File: config.mk
export PLATFORM = sky130hd
export DESIGN_NAME = uart_register_model_core
export DESIGN_NICKNAME = d
export VERILOG_FILES = /design/src/hdl/uart_rm_pkg.sv /design/src/hdl/uart_register_model_core.sv /design/src/hdl/uart_rm_exec.sv
export SDC_FILE = /design/constraint.sdc
export NUM_CORES = 1
export LEC_CHECK = 0
export BUFFER_PORTS_ARGS = -buffer_cell sky130_fd_sc_hd__buf_2
export CAP_MARGIN = 20
export CORE_UTILIZATION = 28
export CTS_CLUSTER_DIAMETER = 50
export DETAILED_ROUTE_END_ITERATION = 12
export PLACE_DENSITY_LB_ADDON = 0.25
export SLEW_MARGIN = 20
export SYNTH_ARGS = -nofsm -noshare
export SYNTH_HDL_FRONTEND = slang
export SYNTH_SLANG_ARGS = --single-unit
File: constraint.sdc
create_clock -name clk -period 4.05 [get_ports clk]
set_input_delay 0.405 -clock clk [delete_from_list [all_inputs] [get_ports clk]]
set_output_delay 0.405 -clock clk [all_outputs]
set_load 0.02 [all_outputs]
File: src/hdl/uart_rm_pkg.sv
`timescale 1ns / 1ps
// ----------------------------------------------------------------------------
// uart_rm_pkg
// shared types and constants for the reduced 16550-style register block
// ----------------------------------------------------------------------------
package uart_rm_pkg;

  // request kinds carried on the input tuser
  localparam logic [1:0] REQ_READ  = 2'd0;
  localparam logic [1:0] REQ_WRITE = 2'd1;
  localparam logic [1:0] REQ_RX    = 2'd2;

  // access sizes
  localparam logic [1:0] SIZE_BYTE = 2'd0;
  localparam logic [1:0] SIZE_WORD = 2'd2;

  // register offsets in the peripheral window
  localparam logic [15:0] OFF_DATA = 16'h0000;  // rbr / thr / dll
  localparam logic [15:0] OFF_IER  = 16'h0004;  // ier / dlm
  localparam logic [15:0] OFF_IIR  = 16'h0008;  // iir / fcr
  localparam logic [15:0] OFF_LCR  = 16'h000C;
  localparam logic [15:0] OFF_MCR  = 16'h0010;
  localparam logic [15:0] OFF_LSR  = 16'h0014;

  localparam int unsigned DLAB_BIT = 7;
  localparam logic [7:0] LSR_BASE     = 8'h60;
  localparam logic [7:0] IER_RESERVED = 8'hF0;
  localparam logic [7:0] FCR_ALLOWED  = 8'h06;

  // interrupt identification codes
  localparam logic [7:0] IIR_RX_DATA = 8'd4;
  localparam logic [7:0] IIR_TX_EMPTY = 8'd2;
  localparam logic [7:0] IIR_NONE    = 8'd1;

  // stream widths, padded to whole bytes
  localparam int unsigned IN_TDATA_W  = 40;
  localparam int unsigned IN_TUSER_W  = 2;
  localparam int unsigned OUT_TDATA_W = 24;

  typedef struct packed {
    logic [7:0]  rx_byte;
    logic [7:0]  write_data;
    logic [15:0] reg_offset;
    logic [1:0]  access_size;
    logic [1:0]  req_type;
  } req_t;

  typedef struct packed {
    logic       protocol_error;
    logic       bad_access;
    logic       irq_line;
    logic [7:0] tx_byte;
    logic       tx_valid;
    logic [7:0] read_data;
  } rsp_t;

endpackage

File: src/hdl/uart_register_model_core.sv
`timescale 1ns / 1ps
// ----------------------------------------------------------------------------
// uart_register_model_core
// reduced 16550-style uart register block on stream channels
// ----------------------------------------------------------------------------
// usage
//   input channel (in_*): one beat is one request - a bus read, a byte or
//   word bus write, or the arrival of a received character. the request
//   kind rides on in_tuser, everything else on in_tdata.
//   result channel (out_*): exactly one beat per request, carrying the read
//   data, the transmitted character if any, the interrupt line after the
//   request and the bad-access and protocol-error flags.
//   path: an accepted request is captured in the input register, decoded
//   combinationally from there, and its result beat is written into the
//   result register, from which it is offered to the receiver.
//   throughput: one request per cycle while out_tready is high, with a
//   combinational decode between the input register and the result register.
//   reset: rst_n low at a clock edge empties both stages and clears every
//   uart register (divisor, ier, lcr, receive buffer and the ready flags).
//   stall: while out_tready is low the result register holds its beat; the
//   input register still takes one more beat, then in_tready drops until
//   the result is taken. nothing is lost or repeated.
// ----------------------------------------------------------------------------
module uart_register_model_core (
  input  logic                                clk,
  input  logic                                rst_n,
  input  logic                                in_tvalid,
  output logic                                in_tready,
  // access_size[1:0], reg_offset[17:2], write_data[25:18], rx_byte[33:26], zero pad
  input  logic [uart_rm_pkg::IN_TDATA_W-1:0]  in_tdata,
  // req_type[1:0]
  input  logic [uart_rm_pkg::IN_TUSER_W-1:0]  in_tuser,
  output logic                                out_tvalid,
  input  logic                                out_tready,
  // read_data[7:0], tx_valid[8], tx_byte[16:9], irq_line[17], bad_access[18],
  // protocol_error[19], zero pad
  output logic [uart_rm_pkg::OUT_TDATA_W-1:0] out_tdata
);
  import uart_rm_pkg::*;

  localparam int unsigned RSP_W = $bits(rsp_t);

  // input register
  logic s1_valid_r, s1_valid_nxt;
  req_t s1_req_r;
  req_t in_req;

  // result register
  logic out_valid_r, out_valid_nxt;
  rsp_t out_rsp_r;

  logic in_fire;
  logic advance;   // s1 beat moves into the result register
  rsp_t exec_rsp;

  // unpack the incoming beat
  assign in_req.req_type    = in_tuser[1:0];
  assign in_req.access_size = in_tdata[1:0];
  assign in_req.reg_offset  = in_tdata[17:2];
  assign in_req.write_data  = in_tdata[25:18];
  assign in_req.rx_byte     = in_tdata[33:26];

  assign advance      = s1_valid_r && (!out_valid_r || out_tready);
  assign in_tready    = !s1_valid_r || advance;
  assign in_fire      = in_tvalid && in_tready;
  assign s1_valid_nxt = in_fire || (s1_valid_r && !advance);
  assign out_valid_nxt = advance || (out_valid_r && !out_tready);

  // register state updates in step with the beat leaving s1
  uart_rm_exec u_exec (
    .clk       (clk),
    .rst_n     (rst_n),
    .item_fire (advance),
    .req       (s1_req_r),
    .rsp       (exec_rsp)
  );

  always_ff @(posedge clk) begin
    if (!rst_n) begin
      s1_valid_r  <= 1'b0;
      out_valid_r <= 1'b0;
    end else begin
      s1_valid_r  <= s1_valid_nxt;
      out_valid_r <= out_valid_nxt;
    end
  end

  // payload registers, no reset needed
  always_ff @(posedge clk) begin
    if (in_fire) begin
      s1_req_r <= in_req;
    end
    if (advance) begin
      out_rsp_r <= exec_rsp;
    end
  end

  assign out_tvalid = out_valid_r;
  assign out_tdata  = {{(OUT_TDATA_W - RSP_W){1'b0}}, out_rsp_r};

endmodule

File: src/hdl/uart_rm_exec.sv
`timescale 1ns / 1ps
// ----------------------------------------------------------------------------
// uart_rm_exec
// uart register state and the combinational decode of one request
// ----------------------------------------------------------------------------
module uart_rm_exec (
  input  logic              clk,
  input  logic              rst_n,
  input  logic              item_fire,
  input  uart_rm_pkg::req_t req,
  output uart_rm_pkg::rsp_t rsp
);
  import uart_rm_pkg::*;

  logic [7:0] rx_holding_r, rx_holding_nxt;
  logic       rx_ready_r, rx_ready_nxt;
  logic       tx_ready_r, tx_ready_nxt;
  logic [7:0] div_low_r, div_low_nxt;
  logic [7:0] div_high_r, div_high_nxt;
  logic [7:0] int_enable_r, int_enable_nxt;
  logic [7:0] line_ctrl_r, line_ctrl_nxt;

  logic dlab;
  logic rd_size_ok;

  assign dlab       = line_ctrl_r[DLAB_BIT];
  assign rd_size_ok = (req.access_size == SIZE_BYTE) || (req.access_size == SIZE_WORD);

  always_comb begin
    rx_holding_nxt = rx_holding_r;
    rx_ready_nxt   = rx_ready_r;
    tx_ready_nxt   = tx_ready_r;
    div_low_nxt    = div_low_r;
    div_high_nxt   = div_high_r;
    int_enable_nxt = int_enable_r;
    line_ctrl_nxt  = line_ctrl_r;

    rsp = '0;

    case (req.req_type)
      REQ_READ: begin
        if (!rd_size_ok) begin
          rsp.bad_access = 1'b1;
        end else begin
          case (req.reg_offset)
            OFF_DATA: begin
              if (dlab) begin
                rsp.read_data = div_low_r;
              end else begin
                rsp.protocol_error = !rx_ready_r;
                rx_ready_nxt       = 1'b0;
                rsp.read_data      = rx_holding_r;
              end
            end
            OFF_IER: begin
              rsp.read_data = dlab ? div_high_r : int_enable_r;
            end
            OFF_IIR: begin
              if (rx_ready_r) begin
                rsp.read_data = IIR_RX_DATA;
              end else if (tx_ready_r) begin
                tx_ready_nxt  = 1'b0;
                rsp.read_data = IIR_TX_EMPTY;
              end else begin
                rsp.read_data = IIR_NONE;
              end
            end
            OFF_LCR: begin
              rsp.read_data = line_ctrl_r;
            end
            OFF_LSR: begin
              rsp.read_data = LSR_BASE | {7'd0, rx_ready_r};
            end
            default: begin
              rsp.bad_access = 1'b1;
            end
          endcase
        end
      end
      REQ_WRITE: begin
        if (req.access_size != SIZE_BYTE) begin
          rsp.bad_access = 1'b1;
        end else begin
          case (req.reg_offset)
            OFF_DATA: begin
              if (dlab) begin
                div_low_nxt = req.write_data;
              end else begin
                rsp.tx_valid = 1'b1;
                rsp.tx_byte  = req.write_data;
                tx_ready_nxt = 1'b1;
              end
            end
            OFF_IER: begin
              if (dlab) begin
                div_high_nxt = req.write_data;
              end else begin
                rsp.protocol_error = |(req.write_data & IER_RESERVED);
                int_enable_nxt     = req.write_data;
              end
            end
            OFF_IIR: begin
              // fcr: checked only, nothing stored
              rsp.protocol_error = |(req.write_data & ~FCR_ALLOWED);
            end
            OFF_LCR: begin
              line_ctrl_nxt = req.write_data;
            end
            OFF_MCR: begin
              // accepted and ignored
            end
            default: begin
              rsp.bad_access = 1'b1;
            end
          endcase
        end
      end
      REQ_RX: begin
        // a new byte simply overwrites any unread one
        rx_holding_nxt = req.rx_byte;
        rx_ready_nxt   = 1'b1;
      end
      default: begin
        // unknown request kind leaves everything alone
      end
    endcase

    rsp.irq_line = rx_ready_nxt | tx_ready_nxt;
  end

  always_ff @(posedge clk) begin
    if (!rst_n) begin
      rx_holding_r <= '0;
      rx_ready_r   <= 1'b0;
      tx_ready_r   <= 1'b0;
      div_low_r    <= '0;
      div_high_r   <= '0;
      int_enable_r <= '0;
      line_ctrl_r  <= '0;
    end else if (item_fire) begin
      rx_holding_r <= rx_holding_nxt;
      rx_ready_r   <= rx_ready_nxt;
      tx_ready_r   <= tx_ready_nxt;
      div_low_r    <= div_low_nxt;
      div_high_r   <= div_high_nxt;
      int_enable_r <= int_enable_nxt;
      line_ctrl_r  <= line_ctrl_nxt;
    end
  end

endmodule

-- After elaboration in Yosys (flattened, before gate mapping)
Index checks and enable logic that the tools add are counted.
W data, S select, Z words.
- register bits: 100
- bits in latches: 0
- bits in writable memories: 0
- memory bits (read-only): 0
- input bits: 46
- memories: 0
- $add $sub $neg: 0
- $mul: 0
- div/mod/pow operators: 0
- order comparisons: 0
- eq/ne operators: 8
- shift-type cells: 0
- mux-type cells: 28
- bitwise gates (word level): 5
- reduce and logical (&&, ||, !) cells: 30
- operators with widths (kind ; number):
    $pmux W8 S5 ; 1
    $eq A16 B4 Y1 const B ; 2
    $eq A16 B5 Y1 const B ; 2
    $mux W1 ; 19
    $eq A16 B3 Y1 const B ; 1
    $logic_not A16 Y1 ; 1
    $mux W8 ; 2
    $reduce_and A5 Y1 ; 3
    $reduce_or A5 Y1 ; 2
    $reduce_or A4 Y1 ; 2
    $pmux W1 S2 ; 3
    $reduce_or A6 Y1 ; 1
    $logic_not A1 Y1 ; 5
    $logic_or A1 B1 Y1 ; 5
    $eq A2 B2 Y1 const B ; 2
    $logic_and A1 B1 Y1 ; 4
    $logic_not A2 Y1 ; 2
    $not A1 Y1 ; 4
    $pmux W2 S2 ; 1
    $reduce_and A2 Y1 ; 2
    $reduce_and A4 Y1 ; 1
    $mux W3 ; 1
    $reduce_or A3 Y1 ; 1
    $eq A2 B1 Y1 const B ; 1
    other kinds (3) ; 3

-- Longest topological paths before layout
Gate-level depths: netlist of run 1.
- word-level depth: 6
- mapped depth: 6
- gate-level depth less buffers: 4

-- Modules after synthesis
From an unflattened synthesis of run 1, not the netlist that was laid out.
- cell total of the unflattened synthesis: 380
- area, all modules: 4379.2 µm²
- modules (own cells, without submodules) (module ; instances ; cells an instance ; area an instance (µm²)):
    uart_rm_exec ; 1 ; 310 ; 2560.0
    uart_register_model_core ; 1 ; 70 ; 1819.2

-- Worst setup path before layout of run 1
No wires, ideal clock.
- path kind: register to register
- start point: register out_valid_r, in the netlist out_tvalid
- end point: register s1_req_r[0] (netlist bit), enable pin
- setup time: 397 ps
- data arrival time: 1651 ps
- setup slack: 2003 ps
- cell stages (with the launch flop): 4
- period minus slack after synthesis: 2047 ps
- cell sequence: dfxtp_1 > nor2b_1 > nand2_1 > and2_1
- longest elaborated chain between the ends: 5
- RTL lines (what ; RTL line ; source):
    from (decl) ; uart_register_model_core.sv:49 ; logic out_valid_r, out_valid_nxt;
    from (signal assigned) ; uart_register_model_core.sv:84 ; out_valid_r <= out_valid_nxt;
    $logic_not A1 Y1 ; uart_register_model_core.sv:63 ; assign advance = s1_valid_r && (!out_valid_r || out_tready);
    $logic_or A1 B1 Y1 ; uart_register_model_core.sv:63 ;
    $logic_and A1 B1 Y1 ; uart_register_model_core.sv:63 ;
    $logic_or A1 B1 Y1 ; uart_register_model_core.sv:64 ; assign in_tready = !s1_valid_r || advance;
    net in_tready ; uart_register_model_core.sv:28 ; output logic in_tready,
    $logic_and A1 B1 Y1 ; uart_register_model_core.sv:65 ; assign in_fire = in_tvalid && in_tready;
    net in_fire ; uart_register_model_core.sv:52 ; logic in_fire;
    to (signal assigned) ; uart_register_model_core.sv:91 ; s1_req_r <= in_req;
    to (decl) ; uart_register_model_core.sv:45 ; req_t s1_req_r;
The timed path passes the listed nets, and every way through them passes these cells.
A chain may end at the register's enable or synchronous reset.

-- Worst setup path after layout of run 1
- start point: register s1_req_r[6] (netlist bit)
- end point: register u_exec.div_high_r[6]
- longest elaborated chain between the ends: 2
- RTL lines (what ; RTL line ; source):
    $eq A16 B3 Y1 ; uart_rm_exec.sv:84 ; case (req.reg_offset)
    $reduce_and A5 Y1 (no line) ; - ;
    to (signal assigned) ; uart_rm_exec.sv:145 ; div_high_r <= div_high_nxt;
    to (decl) ; uart_rm_exec.sv:19 ; logic [7:0] div_high_r, div_high_nxt;
No other way between the ends.

==> results of run 1 <==
==> cells in the final DEF (no fill, tap or decap), drive strengths merged, types with 3 or more instances in the layout <==
cell / count
nand2b: 3
o21ai: 8
dfxtp: 44
mux2i: 44
nor3: 8
o31ai: 9
nand4: 11
nor2b: 3
nor4: 6
conb: 4
inv: 4
a21oi: 18
or4: 3
nand2: 48
edfxtp: 56
buf: 63
nor2: 18
and2: 11
clkbuf: 13
a211oi: 3
==> final cells by class <==
type	instances	area, sq um	area share (%)
Tap cell	184	230	4.61
Multi-Input combinational cell	224	1530	30.6
Clock buffer	13	314	6.29
Sequential cell	100	2560	51.3
Clock inverter	3	21.3	0.426
Timing Repair Buffer	63	320	6.42
Inverter	4	15.0	0.301
==> how the worst max path moves through the flow <==
stage	slack [ns]	to	depth (start not counted)
after floorplan	2.00	s1_req_r[0]$_DFFE_PP_	3
after global placement	1.58	out_tdata[14]$_SDFFCE_PP0P_	4
after detailed placement	1.53	out_tdata[14]$_SDFFCE_PP0P_	4
after CTS	1.50	out_tdata[14]$_SDFFCE_PP0P_	4
after global routing	1.48	u_exec.div_high_r[1]$_SDFFE_PN0P_	3
final	1.67	u_exec.div_high_r[6]$_SDFFE_PN0P_	3
==> power by group <==
part	total [mW]	leakage (nW)	internal, mW	switching, mW
registers	1.14	0.888	1.11	0.0339
clock network	0.911	0.163	0.545	0.366
logic	0.103	0.741	0.0364	0.0667
total	2.16	1.79	1.69	0.466
==> per-stage QoR <==
stage	total power, mW	instance area (sq um)
finish	2.16	4990
global route	2.24	4990
CTS	2.19	4990
detailed placement	1.27	4650
global placement	1.27	4650
floorplan	1.22	4230
==> worst max-delay path, delay by kind of cell (launching register included) <==
kind             cells  cell delay, ns
DFF                  1            0.87
and+or+nand+nor      2            1.13
muxes                1            0.28
==> metal layers <==
layer | wire (um) | global-route usage [%]
met5 | 0 | 0
met4 | 238 | 6.46
met3 | 440 | 2.71
met2 | 4620 | 21.5
met1 | 4220 | 16.4
==> state kept, by name, summed over array words and instances, names as in the netlist <==
signal	flops
out_tdata	20
out_tvalid	1
s1_req_r	36
u_exec.int_enable_r	8
u_exec.tx_ready_r	1
u_exec.rx_holding_r	8
u_exec.rx_ready_r	1
u_exec.div_high_r	8
u_exec.div_low_r	8
u_exec.line_ctrl_r	8
s1_valid_r	1
==> cells by family after synthesis <==
family | after synthesis
compound gates | 52
buf+inv | 32
flops | 100
mux | 45
other cells | 1
simple gates | 123
==> flow_metrics.tcl, run 1 <==
set metrics [dict create \
    status "finished with violations" \
    failed_checks "DRC" \
    reg2reg_depth 3 \
    skew_ns 0.00654 \
    crit_path_cell_trace "nand2b_1, nor4_4, mux2i_1" \
    synthMuxAreaShare_pct 11.0 \
    fillers 1468 \
    synthCells 353 \
    critPathLaunchType "flop" \
    dr.first_iter.drc_count 192 \
    finalSetupViolations 0 \
    p_leak_nw 1.79 \
    clk_pin_slew_ns 0.07 \
    cts_root_buf "clkbuf_16" \
    cts_setup_buffers 0 \
    grt_pass1_wl_mm 15.5 \
    dp.cells 575 \
    slowest_delay_ns 0.87 \
    dr_total_vias 2854 \
    portBuffers 61 \
    p_per_area_nw_per_um2 432 \
    grt_setup_unrepaired "false" \
    finalCritPeriodShare_pct 58.7 \
    cts_tree "built" \
    cts_resized 0 \
    start_util_pct 28.8 \
    grt_max_degree 37 \
    netlist_area_sq_um 4220 \
    grt_pass1_vias 2854 \
    ys_seq_area_share_pct 60.7 \
    crit_slowest_cell "edfxtp_1" \
    synth_flop_cell "edfxtp_1" \
    tightest_slew_ns 0.949 \
    die_x_um 125 \
    hp-class "in2reg" \
    max_freq_mhz 421 \
    synth_edf_count 56 \
    track_usage_pct 13.1 \
    hold_violations 0 \
    cp.required_ns 4.32 \
    antenna_cells 0 \
    post-place-ws_ns 1.53 \
    critical_path.max_fanout 22 \
    fin_cells 591 \
    worstSetupPathType "reg2reg" \
    final_util_pct 34.1 \
    peakVddDrop_mv 0.166 \
    nNetsFinal 448 \
    cts_sinks 100 \
    core-area_sq_um 14600 \
    htree_levels 3 \
    syn_avg_cell_area_sq_um 12.0 \
    synth-compound-area-share_pct 7.95 \
    r2r-start "s1_req_r[6]$_DFFE_PP_" \
    worstSkewPairLatency_ns 0.35 \
    num_rows 44 \
    hold_slack_ns 0.231 \
    wl_per_cell_um 16.1 \
    min_path_cells 1 \
    synth_adder_area_share_pct 0 \
    yosys-top-cells-area "edfxtp_1 40%, dfxtp_1 21%, mux2i_1 10%" \
    drive_gt1_share_pct 22.1 \
    worstPathArrival_ns 2.64 \
    ctsHoldBuffers 0 \
    overflow 0 \
    fin_crit_ns 2.38 \
    crit_start "s1_req_r[6]$_DFFE_PP_" \
    cts.path.max_buffers 2 \
    dpl.hpwl_mm 6.60 \
    synth_top_family_by_area "simple AND/OR/NAND/NOR gates" \
    totalWireLength_mm 9.51 \
    tns_ns 0 \
    cts_made_buffers 9 \
    r2r_slack_ns 1.67 \
    synth-xor-area-share_pct 0 \
    vias_per_cell 4.83 \
    design.die.area_sq_um 15600 \
    area.growth.synth_to_final_pct 18.3 \
    antenna_found_initial 0 \
    synth_seq_cells 100 \
    yosys-top-cells-count "56 x edfxtp_1, 48 x nand2_1, 44 x dfxtp_1, 44 x mux2i_1, 20 x clkbuf_1" \
    synth-simple-area-share_pct 16.8 \
    holdPathEnd "s1_req_r[5]$_DFFE_PP_" \
    gp_congestion 0.819 \
    slew_headroom_pct 36.7 \
    yosysTopAreaCellShare_pct 39.9 \
    die_y_um 125 \
    drtPass1Iterations 8 \
    yosysWarnings 0 \
    drv_cap 0 \
    worstSetupEndpointType "flop" \
    ioPinCount 72 \
    synth.most_common_cell "edfxtp_1" \
    synth.largest_area_cell "edfxtp_1" \
    maxSlewViolCount 0 \
    worstHoldStart "in_tdata[3]" \
    rr_endpoint "u_exec.div_high_r[6]$_SDFFE_PN0P_" \
    worst_slack_ns 1.67 \
    ys_async_sr_fraction_pct 0 \
    drc 8 \
    ys_types 46 \
    antenna_left 0 \
]
No activity file was read; power rests on OpenSTA's default activity.
==> run 2: changes to the inputs <==
==> constraint.sdc (replaced) <==
create_clock -name clk -period 2.3 [get_ports clk]
set_input_delay 0.23 -clock clk [delete_from_list [all_inputs] [get_ports clk]]
set_output_delay 0.23 -clock clk [all_outputs]
set_load 0.02 [all_outputs]
==> flow_metrics.tcl, run 2 (synthesis results as in run 1) <==
set metrics [dict create \
    start_util_pct 28.8 \
    worstSkewPairLatency_ns 0.35 \
    critPathLaunchType "flop" \
    cts_root_buf "clkbuf_16" \
    totalWireLength_mm 9.65 \
    finalSetupViolations 0 \
    layout_common_cells "61 x buf_2, 56 x edfxtp_1, 48 x nand2_1, 44 x mux2i_1, 44 x dfxtp_1" \
    antenna_left 0 \
    critical_path.max_fanout 12 \
    skew_ns 0.00792 \
    worst_slack_ns 0.126 \
    dr_total_vias 2853 \
    drtPass1Iterations 8 \
    portBuffers 61 \
    area.growth.synth_to_final_pct 19.3 \
    multi_input_comb_area_sq_um 1530 \
    cts.path.max_buffers 2 \
    use_met2_pct 22.0 \
    placed_cell_area_sq_um 4760 \
    grt_max_degree 37 \
    antenna_cells 0 \
    cts_resized 0 \
    p_leak_nw 1.83 \
    design.die.area_sq_um 15600 \
    nNetsFinal 462 \
    worstSetupPathType "reg2reg" \
    cp.required_ns 2.38 \
    hp-class "in2reg" \
    core-area_sq_um 14600 \
    post-route-cell-area_sq_um 5030 \
    drv_cap 0 \
    dpl.hpwl_mm 6.85 \
    cts_sinks 100 \
    grt_pass1_wl_mm 15.6 \
    die_y_um 125 \
    clk_pin_slew_ns 0.07 \
    regMostFlops "s1_req_r" \
    dr.first_iter.drc_count 177 \
    cts_setup_buffers 0 \
    post-place-ws_ns 0.143 \
    antenna_found_initial 0 \
    tns_ns 0 \
    hold_violations 0 \
    num_rows 44 \
    worstPathArrival_ns 2.26 \
    wl_per_cell_um 16.0 \
    worstSetupEndpointType "flop" \
    finalCritPeriodShare_pct 94.5 \
    grtUsageMet1_pct 16.4 \
    cts_made_buffers 9 \
    max_freq_mhz 460 \
    gp_congestion 0.812 \
    overflow 0 \
    cts_tree "built" \
    tightest_slew_ns 0.681 \
    ioPinCount 72 \
    grt_setup_unrepaired "false" \
    final_util_pct 34.4 \
    grt_pass1_vias 2906 \
    r2r_slack_ns 0.13 \
    status "finished with violations" \
    slew_headroom_pct 54.6 \
    register_area_sq_um 2560 \
    ctsHoldBuffers 0 \
    p_per_area_nw_per_um2 714 \
    peakVddDrop_mv 0.322 \
    maxSlewViolCount 0 \
    hold_slack_ns 0.0567 \
    layout_commonest_cell "buf_2" \
    drc 8 \
    die_x_um 125 \
    vias_per_cell 4.72 \
    track_usage_pct 13.4 \
    fillers 1487 \
    drive_gt1_share_pct 24.5 \
    failed_checks "DRC" \
    htree_levels 3 \
    grtUsageMet3_pct 3.82 \
    fin_crit_ns 2.17 \
    gr-max-usage-layer "met2" \
    largest_reg_flops 36 \
]
## run 2: worst max-delay path, cell delays in order (launching register included)
cell      delay (ns)
edfxtp_1        0.41
nor4_4          0.36
nand4_4         0.30
o31a_1          0.36
or4_1           0.48
## run 2: report_power, final
| group | switching (mW) | total (mW) | internal, mW |
|---|---|---|---|
| registers | 0.0467 | 2.00 | 1.95 |
| logic | 0.132 | 0.204 | 0.0724 |
| clock network | 0.634 | 1.39 | 0.755 |
| total | 0.812 | 3.59 | 2.78 |
## run 2: per-layer routing
metal,up-vias,wire length [um]
met5,-,0
met4,0,180
met3,14,509
met2,72,4570
met1,1359,4390
li1,1408,-
## run 2: cell type report
cell class | count | share of cell area [%]
sequential | 100 | 50.9
multi-input combinational | 224 | 30.4
timing repair buffer | 77 | 8.45
clock buffer | 11 | 4.82
tap | 184 | 4.57
clock inverter | 5 | 0.547
inverter | 4 | 0.298
## run 2: final timing paths
path                                          start                                end  cells past startpoint
hold reg to reg   u_exec.div_high_r[5]$_SDFFE_PN0P_  u_exec.div_high_r[5]$_SDFFE_PN0P_                      2
setup / recovery              s1_req_r[5]$_DFFE_PP_            out_tdata[17]$_DFFE_PP_                      4
hold / removal                          in_tdata[3]              s1_req_r[5]$_DFFE_PP_                      1
setup reg to reg              s1_req_r[5]$_DFFE_PP_            out_tdata[17]$_DFFE_PP_                      4
## run 2: stage by stage
stage / power (mW) / std cells
2_1_floorplan: 2.15 / 356
3_3_place_gp: 2.24 / 589
3_5_place_dp: 2.24 / 589
4_1_cts: 3.66 / 605
5_1_grt: 3.75 / 605
6_report: 3.59 / 605
